==> src/hdl/ifrb_pkg.sv <==
`timescale 1ns / 1ps
// ----------------------------------------------------------------------------
// Interrupt flag register block package
// Item layouts, operation codes, address map and a byte-insert helper.
// ----------------------------------------------------------------------------
package ifrb_pkg;

  localparam logic [15:0] FLAG_BASE      = 16'hFEB0;
  localparam int          RESET_HOLD_BIT = 5;

  localparam logic [15:0] ADDR_PRIO = 16'hFF18;
  localparam logic [15:0] ADDR_CTRL = 16'hFF19;
  localparam logic [15:0] ADDR_FALL = 16'hFF28;
  localparam logic [15:0] ADDR_RISE = 16'hFF29;

  localparam logic [3:0] OFF_STATUS_HI  = 4'h0;
  localparam logic [3:0] OFF_STATUS_LO  = 4'h1;
  localparam logic [3:0] OFF_RO_0       = 4'h2;
  localparam logic [3:0] OFF_RO_1       = 4'h3;
  localparam logic [3:0] OFF_RO_2       = 4'h4;
  localparam logic [3:0] OFF_RO_3       = 4'h5;
  localparam logic [3:0] OFF_CAPTURE_HI = 4'h6;
  localparam logic [3:0] OFF_CAPTURE_LO = 4'h7;
  localparam logic [3:0] OFF_ENABLE_HI  = 4'h8;
  localparam logic [3:0] OFF_ENABLE_LO  = 4'h9;
  localparam logic [3:0] OFF_OVF_HI     = 4'hA;
  localparam logic [3:0] OFF_OVF_LO     = 4'hB;
  localparam logic [3:0] OFF_COR_HI     = 4'hC;
  localparam logic [3:0] OFF_COR_LO     = 4'hD;
  localparam logic [3:0] OFF_EVENT_SEL  = 4'hF;

  localparam logic [7:0] UNMAPPED_BYTE = 8'hFF;
  localparam logic [5:0] CTRL_RESET    = 6'h20;

  typedef enum logic [1:0] {
    OP_READ    = 2'd0,
    OP_WRITE   = 2'd1,
    OP_STATUS  = 2'd2,
    OP_CAPTURE = 2'd3
  } op_t;

  typedef struct packed {
    logic [2:0]  pad;
    logic        level;
    logic [3:0]  line;
    logic [7:0]  wdata;
    logic [15:0] addr;
  } in_data_t;

  typedef struct packed {
    logic [5:0]  pad;
    logic        reset_changed;
    logic        reset_held;
    logic [15:0] cleared_mask;
    logic [15:0] deliver;
    logic [7:0]  rdata;
  } out_data_t;

  function automatic logic [15:0] put_byte(input logic [15:0] reg_val, input logic hi,
                                           input logic [7:0] v);
    put_byte = hi ? {v, reg_val[7:0]} : {reg_val[15:8], v};
  endfunction

endpackage

==> src/hdl/interrupt_flag_register_block_core.sv <==
`timescale 1ns / 1ps
// ----------------------------------------------------------------------------
// Interrupt flag register block core
// Byte-wide register window onto status, capture, enable and control flags.
// ----------------------------------------------------------------------------
// One item per clock, sustained: an item is held in the input register, then
// a single pass of logic updates the flag registers and loads the result
// register, from which the result is offered, and the input register takes
// the next item at the same edge that loads the result register.
// Only a stalled result output slows the input side. No clearing pass after
// reset.
module interrupt_flag_register_block_core
  import ifrb_pkg::*;
(
  input  logic        clk,
  input  logic        rst,
  input  logic        s_tvalid,
  output logic        s_tready,
  input  logic [31:0] s_tdata,   // addr[15:0], wdata[23:16], line[27:24], level[28]
  input  logic [1:0]  s_tuser,   // op[1:0]
  output logic        m_tvalid,
  input  logic        m_tready,
  output logic [47:0] m_tdata    // rdata[7:0], deliver[23:8], cleared_mask[39:24],
                                 // reset_held[40], reset_changed[41]
);

  logic        in_valid;
  op_t         in_op;
  in_data_t    in_item;
  out_data_t   res;
  logic        res_valid;
  logic        advance;

  logic [15:0] status_flags, capture_flags, enable_mask, overflow_enable, clear_on_read;
  logic [2:0]  event_select;
  logic [7:0]  priority_byte, falling_edge_sel, rising_edge_sel;
  logic [5:0]  control_byte;

  logic [15:0] status_flags_next, capture_flags_next, enable_mask_next;
  logic [15:0] overflow_enable_next, clear_on_read_next;
  logic [2:0]  event_select_next;
  logic [7:0]  priority_byte_next, falling_edge_sel_next, rising_edge_sel_next;
  logic [5:0]  control_byte_next;
  out_data_t   res_next;

  logic [15:0] off;
  logic        in_win;
  logic [15:0] line_bit;

  assign advance  = in_valid && (!m_tvalid || m_tready);
  assign s_tready = !in_valid || advance;
  assign m_tvalid = res_valid;
  assign m_tdata  = res;

  always_ff @(posedge clk) begin
    if (rst) begin
      in_valid <= 1'b0;
    end else if (s_tready) begin
      in_valid <= s_tvalid;
    end
    if (s_tready && s_tvalid) begin
      in_op   <= op_t'(s_tuser);
      in_item <= in_data_t'(s_tdata);
    end
  end

  always_comb begin
    off      = in_item.addr - FLAG_BASE;
    in_win   = (in_item.addr >= FLAG_BASE) && (off[15:4] == 12'd0);
    line_bit = 16'd1 << in_item.line;

    status_flags_next     = status_flags;
    capture_flags_next    = capture_flags;
    enable_mask_next      = enable_mask;
    overflow_enable_next  = overflow_enable;
    clear_on_read_next    = clear_on_read;
    event_select_next     = event_select;
    priority_byte_next    = priority_byte;
    control_byte_next     = control_byte;
    falling_edge_sel_next = falling_edge_sel;
    rising_edge_sel_next  = rising_edge_sel;
    res_next              = '0;

    case (in_op)
      OP_READ: begin
        if (in_win) begin
          case (off[3:0])
            OFF_STATUS_HI:  res_next.rdata = status_flags[15:8];
            OFF_STATUS_LO:  res_next.rdata = status_flags[7:0];
            OFF_RO_0, OFF_RO_1, OFF_RO_2, OFF_RO_3: res_next.rdata = 8'd0;
            OFF_CAPTURE_HI: begin
              res_next.rdata     = capture_flags[15:8];
              capture_flags_next = capture_flags & ~(clear_on_read & 16'hFF00);
            end
            OFF_CAPTURE_LO: begin
              res_next.rdata     = capture_flags[7:0];
              capture_flags_next = capture_flags & ~(clear_on_read & 16'h00FF);
            end
            OFF_ENABLE_HI:  res_next.rdata = enable_mask[15:8];
            OFF_ENABLE_LO:  res_next.rdata = enable_mask[7:0];
            OFF_OVF_HI:     res_next.rdata = overflow_enable[15:8];
            OFF_OVF_LO:     res_next.rdata = overflow_enable[7:0];
            OFF_COR_HI:     res_next.rdata = clear_on_read[15:8];
            OFF_COR_LO:     res_next.rdata = clear_on_read[7:0];
            OFF_EVENT_SEL:  res_next.rdata = {5'd0, event_select};
            default:        res_next.rdata = UNMAPPED_BYTE;
          endcase
        end else if (in_item.addr == ADDR_PRIO) begin
          res_next.rdata = priority_byte;
        end else if (in_item.addr == ADDR_CTRL) begin
          res_next.rdata = {2'd0, control_byte};
        end else if (in_item.addr == ADDR_FALL) begin
          res_next.rdata = falling_edge_sel;
        end else if (in_item.addr == ADDR_RISE) begin
          res_next.rdata = rising_edge_sel;
        end else begin
          res_next.rdata = UNMAPPED_BYTE;
        end
      end
      OP_WRITE: begin
        if (in_win) begin
          case (off[3:0])
            OFF_STATUS_HI, OFF_STATUS_LO: begin
              status_flags_next = put_byte(status_flags, off[3:0] == OFF_STATUS_HI,
                                           in_item.wdata);
              res_next.cleared_mask = status_flags & ~status_flags_next;
            end
            OFF_CAPTURE_HI, OFF_CAPTURE_LO:
              capture_flags_next = put_byte(capture_flags, off[3:0] == OFF_CAPTURE_HI,
                                            in_item.wdata);
            OFF_ENABLE_HI, OFF_ENABLE_LO:
              enable_mask_next = put_byte(enable_mask, off[3:0] == OFF_ENABLE_HI,
                                          in_item.wdata);
            OFF_OVF_HI, OFF_OVF_LO:
              overflow_enable_next = put_byte(overflow_enable, off[3:0] == OFF_OVF_HI,
                                              in_item.wdata);
            OFF_COR_HI, OFF_COR_LO:
              clear_on_read_next = put_byte(clear_on_read, off[3:0] == OFF_COR_HI,
                                            in_item.wdata);
            OFF_EVENT_SEL:  event_select_next = in_item.wdata[2:0];
            default: ;
          endcase
        end else if (in_item.addr == ADDR_PRIO) begin
          priority_byte_next = in_item.wdata;
        end else if (in_item.addr == ADDR_CTRL) begin
          control_byte_next      = in_item.wdata[5:0];
          res_next.reset_changed = control_byte[RESET_HOLD_BIT] ^
                                   in_item.wdata[RESET_HOLD_BIT];
        end else if (in_item.addr == ADDR_FALL) begin
          falling_edge_sel_next = in_item.wdata;
        end else if (in_item.addr == ADDR_RISE) begin
          rising_edge_sel_next = in_item.wdata;
        end
      end
      OP_STATUS:
        status_flags_next = in_item.level ? (status_flags | line_bit)
                                          : (status_flags & ~line_bit);
      default:
        capture_flags_next = in_item.level ? (capture_flags | line_bit)
                                           : (capture_flags & ~line_bit);
    endcase

    res_next.deliver    = status_flags_next & enable_mask_next;
    res_next.reset_held = control_byte_next[RESET_HOLD_BIT];
  end

  always_ff @(posedge clk) begin
    if (rst) begin
      res_valid        <= 1'b0;
      status_flags     <= '0;
      capture_flags    <= '0;
      enable_mask      <= '0;
      overflow_enable  <= '0;
      clear_on_read    <= '0;
      event_select     <= '0;
      priority_byte    <= '0;
      control_byte     <= CTRL_RESET;
      falling_edge_sel <= '0;
      rising_edge_sel  <= '0;
    end else begin
      if (advance) begin
        res_valid        <= 1'b1;
        status_flags     <= status_flags_next;
        capture_flags    <= capture_flags_next;
        enable_mask      <= enable_mask_next;
        overflow_enable  <= overflow_enable_next;
        clear_on_read    <= clear_on_read_next;
        event_select     <= event_select_next;
        priority_byte    <= priority_byte_next;
        control_byte     <= control_byte_next;
        falling_edge_sel <= falling_edge_sel_next;
        rising_edge_sel  <= rising_edge_sel_next;
      end else if (m_tready) begin
        res_valid <= 1'b0;
      end
    end
    if (advance) begin
      res <= res_next;
    end
  end

  a_changed_only_write: assert property (@(posedge clk) disable iff (rst)
    (m_tvalid && res.reset_changed) |-> (res.rdata == 8'd0 && res.cleared_mask == 16'd0))
    else $error("reset change reported on a result that is not a control write");

  a_advance_loads: assert property (@(posedge clk) disable iff (rst)
    advance |=> (m_tvalid && res.reset_held == control_byte[RESET_HOLD_BIT] &&
                 res.deliver == (status_flags & enable_mask)))
    else $error("result register disagrees with flag registers");

  a_ready_when_empty: assert property (@(posedge clk) disable iff (rst)
    !in_valid |-> s_tready)
    else $error("input stage empty but not ready");

endmodule

==> config.mk <==
export PLATFORM = sky130hd
export DESIGN_NAME = interrupt_flag_register_block_core
export DESIGN_NICKNAME = d
export VERILOG_FILES = /design/src/hdl/ifrb_pkg.sv /design/src/hdl/interrupt_flag_register_block_core.sv
export SDC_FILE = /design/constraint.sdc
export NUM_CORES = 1
export LEC_CHECK = 0
export BUFFER_PORTS_ARGS = -buffer_cell sky130_fd_sc_hd__buf_2
export CAP_MARGIN = 20
export CORE_AREA = 3 3 127 129
export DETAILED_ROUTE_END_ITERATION = 8
export DIE_AREA = 0 0 130 132
export PLACE_DENSITY_LB_ADDON = 0.2
export SLEW_MARGIN = 10
export SYNTH_ARGS = -nofsm -noshare
export SYNTH_HDL_FRONTEND = slang
export SYNTH_SLANG_ARGS = --single-unit
==> constraint.sdc <==
create_clock -name clk -period 8.2 [get_ports clk]
set_clock_uncertainty 0.2 [all_clocks]
set_input_delay 0.82 -clock clk [delete_from_list [all_inputs] [get_ports clk]]
set_output_delay 0.82 -clock clk [all_outputs]
set_load 0.02 [all_outputs]
==> summary by stage <==
Finish
The library cells used most frequently in the layout, excluding fill and tap cells, are dfxtp_1 (115), mux2i_1 (113), nor2_1 (90). The final-stage net count is 1031. The count of inserted antenna diode cells is 0.

The post-route netlist has 15.8% of its cells at a drive strength greater than 1. Relative to the synthesized area, the layout overhead comes to 10.8%. Leaving out fill and tap cells, the most frequent cell in the layout is dfxtp_1. The count of non-filler cells in the finished layout is 1191.

Global routing
The overall routing resource usage is 31.9%. The first-pass GRT wire length is 41900 um. The total grt overflow is 0. The maximum number of pins on one net before global-route repair is 70. The initial antenna violation count came to 0. The via count of the first global-routing pass is 7297.

Routing
The average vias per placed instance is 6.74. For this run, design rule violations remaining after detail routing come to 0. The final routed wire length divided by cell count is 23.0 um. Detailed routing inserted a total of 8022 vias.

The first-pass iteration count of the detailed router is 6. The post-detailed-routing wire length is 27400 um. The number of DRC violations after detailed-routing iteration 0 is 1245. The remaining antenna violation count after routing is 0.

Floorplanning
The floorplan step defined a core boundary enclosing 15100 um2. The count of standard-cell rows is 45. The height of the die is 132 um.

Once the floorplan was initialized, standard cells occupied 63.5% of the core. The die area is 17200 um2. 88 I/O pins were placed. From left edge to right edge, the die measures 130 um.

Clock network
TritonCTS built the clock tree. The number of buffers created by CTS is 17. The H-tree was split into 4 levels. The number of clock sinks seen by CTS is 188. The total of cells resized after clock tree synthesis is 0. No sink is reached through more buffers than the 2 on the longest clock path.

For the worst-skew pair, the clock arrives at the later sink with an insertion delay of 0.43 ns. The clock transition at the register clock pins on the worst setup and hold paths after CTS is 0.07 ns. The number of hold-repair buffers added at the cts stage is 0. Post-CTS timing repair inserted 0 buffers for setup. The root buffer selected by CTS is clkbuf_16.

STA
The timing-limited maximum frequency is 307 MHz. The period utilization is 39.8%. The minimum clock period after layout is 3.26 ns.

The max-slew violation count was 0. For the final routed database, the setup TNS stands at 0 ns. Headroom to the max-slew limit came out at 26.1%. Setup violations remaining at the end of the flow were counted as 0.

The slew at the pin closest to its max-slew limit is 1.09 ns. The count of final hold-check violations was 0. Setup repair after global routing left no endpoint under its margin.

Logic synthesis
In the post-synthesis netlist, the biggest area contributors are dfxtp_1 (24%), edfxtp_1 (23%), mux2i_1 (12%), nor2_1 (3.5%), nand2b_1 (3.4%). The synthesized design contains 188 register bits. The biggest area contributor in the post-synthesis netlist is dfxtp_1. The number of distinct standard cells referenced by the synthesized netlist is 75.

The portion of the post-synthesis area used by sequential elements is 46.7%. The async set-reset flop share out of synthesis is 0%. For this run, the leading register cell type out of synthesis is dfxtp_1.

The top cell type by area accounts for 23.9% of the synthesized area. In this run the mean area of a mapped cell was 10.2 um2. The number of instances in the synthesized netlist is 943. The synthesized design contains 73 enable-type register cells. For this run, the number of Yosys warnings is 0. The cell area after synthesis is 9620 um2.

Power and ir drop
Dividing total power by cell area gives a power density of 189 nW/um2. The leakage power of the design is 3.67 nW. The maximum resistive drop on vdd is 156 uV.

Worst setup path
The critical path in this run is classified as reg -> reg. The slowest cell on the critical path is nor4_1. The critical path endpoint category is a flop. The worst setup path is launched from a flop. At the worst endpoint, the required time is 8.36 ns. The critical path goes through inv_1 -> ha_1 -> nand3_4 -> nor4_1 -> nand3b_1 -> mux2i_1. STA puts the critical path data arrival time at 3.42 ns.

The highest fanout seen on the critical path is 18. The delay of the slowest critical-path stage is 0.64 ns.

Flow run
The total of max-cap violations is 0.

Placement
Detailed placement finished with a half-perimeter wire length of 18600 um. In this run, placement finished with an instance count of 1159. In this run the tool buffered the top-level ports with 78 buffer cells. The last weighted congestion value of the routability-driven placer is 0.996.

Outcome
The run finished with clean final reports.

Worst hold path
The path class of the tightest hold or removal check is reg -> reg.
==> stage by stage <==
stage / power [mW] / utilization [%] / cell area (um2) / hold WS [ns] / setup slack (ns)
after global routing: 2.07 / 70.4 / 10700 / 0.283 / 4.78
after detailed placement: 1.19 / 66.5 / 10100 / 0.249 / 4.85
after global placement: 1.19 / 66.5 / 10100 / 0.240 / 4.86
final: 2.02 / 70.4 / 10700 / 0.265 / 4.94
after floorplan: 1.14 / - / 9640 / 0.226 / 4.82
after CTS: 2.02 / 70.4 / 10700 / 0.267 / 4.98
==> flip-flops by register name (all words and copies together) (netlist names), named ones only <==
register / flops
priority_byte: 8
m_tdata: 42
in_item: 29
in_valid: 1
clear_on_read: 16
enable_mask: 16
event_select: 3
control_byte: 6
status_flags: 16
falling_edge_sel: 8
overflow_enable: 16
in_op: 2
m_tvalid: 1
rising_edge_sel: 8
==> cells in the mapped netlist (5+ instances only) <==
cell type	number
a221oi_1	5
a31oi_1	9
a22oi_1	25
nand3_1	11
o32ai_1	14
nor4_1	6
nor4b_1	7
and2_1	14
buf_4	8
o221ai_1	8
o22ai_1	18
nor4_4	5
o2bb2ai_1	17
nand2b_1	53
o21ai_0	22
nor3b_1	15
edfxtp_1	73
and3_1	5
dfxtp_1	115
nor2b_1	12
mux2_2	9
inv_1	14
clkbuf_1	43
a21oi_1	54
buf_2	16
nand2_1	52
mux2i_1	113
nor2_1	90
nor3_1	16
==> metal layers <==
layer / vias up / part of all wire, % / global-route usage [%]
met3: 80 / 12 / 6.77
met1: 3775 / 41 / 46.1
met5: - / 0 / 0
met2: 535 / 44 / 46.7
li1: 3632 / - / -
met4: 0 / 3.7 / 12.7
==> logic make-up after synthesis <==
group	after synthesis	share of synthesized area, %
fa+ha+maj	3	0.390
other cells	1	0.0390
mux	122	12.8
buf+inv	85	3.85
xor+xnor	1	0.0910
flops	188	46.7
compound gates	210	15.1
simple gates	333	21.0
==> worst max-delay path: cells and delay by family, from the launching register on <==
kind / cells / cell delay, ns
AND/OR/NAND/NOR: 3 / 1.63
adder cells (fa/ha/maj): 1 / 0.52
flip-flops: 1 / 0.39
multiplexers: 1 / 0.32
buffers and inverters: 1 / 0.11
==> power breakdown <==
group / total (mW) / internal, mW / switching, mW
Sequential: 1.01 / 0.990 / 0.0244
Clock: 0.845 / 0.483 / 0.362
Combinational: 0.159 / 0.0480 / 0.111
Total: 2.02 / 1.52 / 0.498
==> worst paths after layout <==
path / startpoint / slack (ns) / endpoint / depth (start not counted)
setup reg to reg: in_op[1] / 4.94 / clear_on_read[4] / 6
setup / recovery: in_op[1] / 4.94 / clear_on_read[4] / 6
hold reg to reg: flop / 0.26 / flop / 1
hold / removal: flop / 0.26 / flop / 1
==> final cells by class <==
| class | instances | area [um2] |
|---|---|---|
| multi-input combinational | 675 | 4780 |
| sequential | 188 | 4490 |
| fill | 1135 | 4480 |
| timing repair buffer | 93 | 503 |
| clock buffer | 19 | 433 |
| tap | 188 | 235 |
| clock inverter | 13 | 166 |
| inverter | 15 | 56.3 |
No activity file was read; power rests on OpenSTA's default activity.
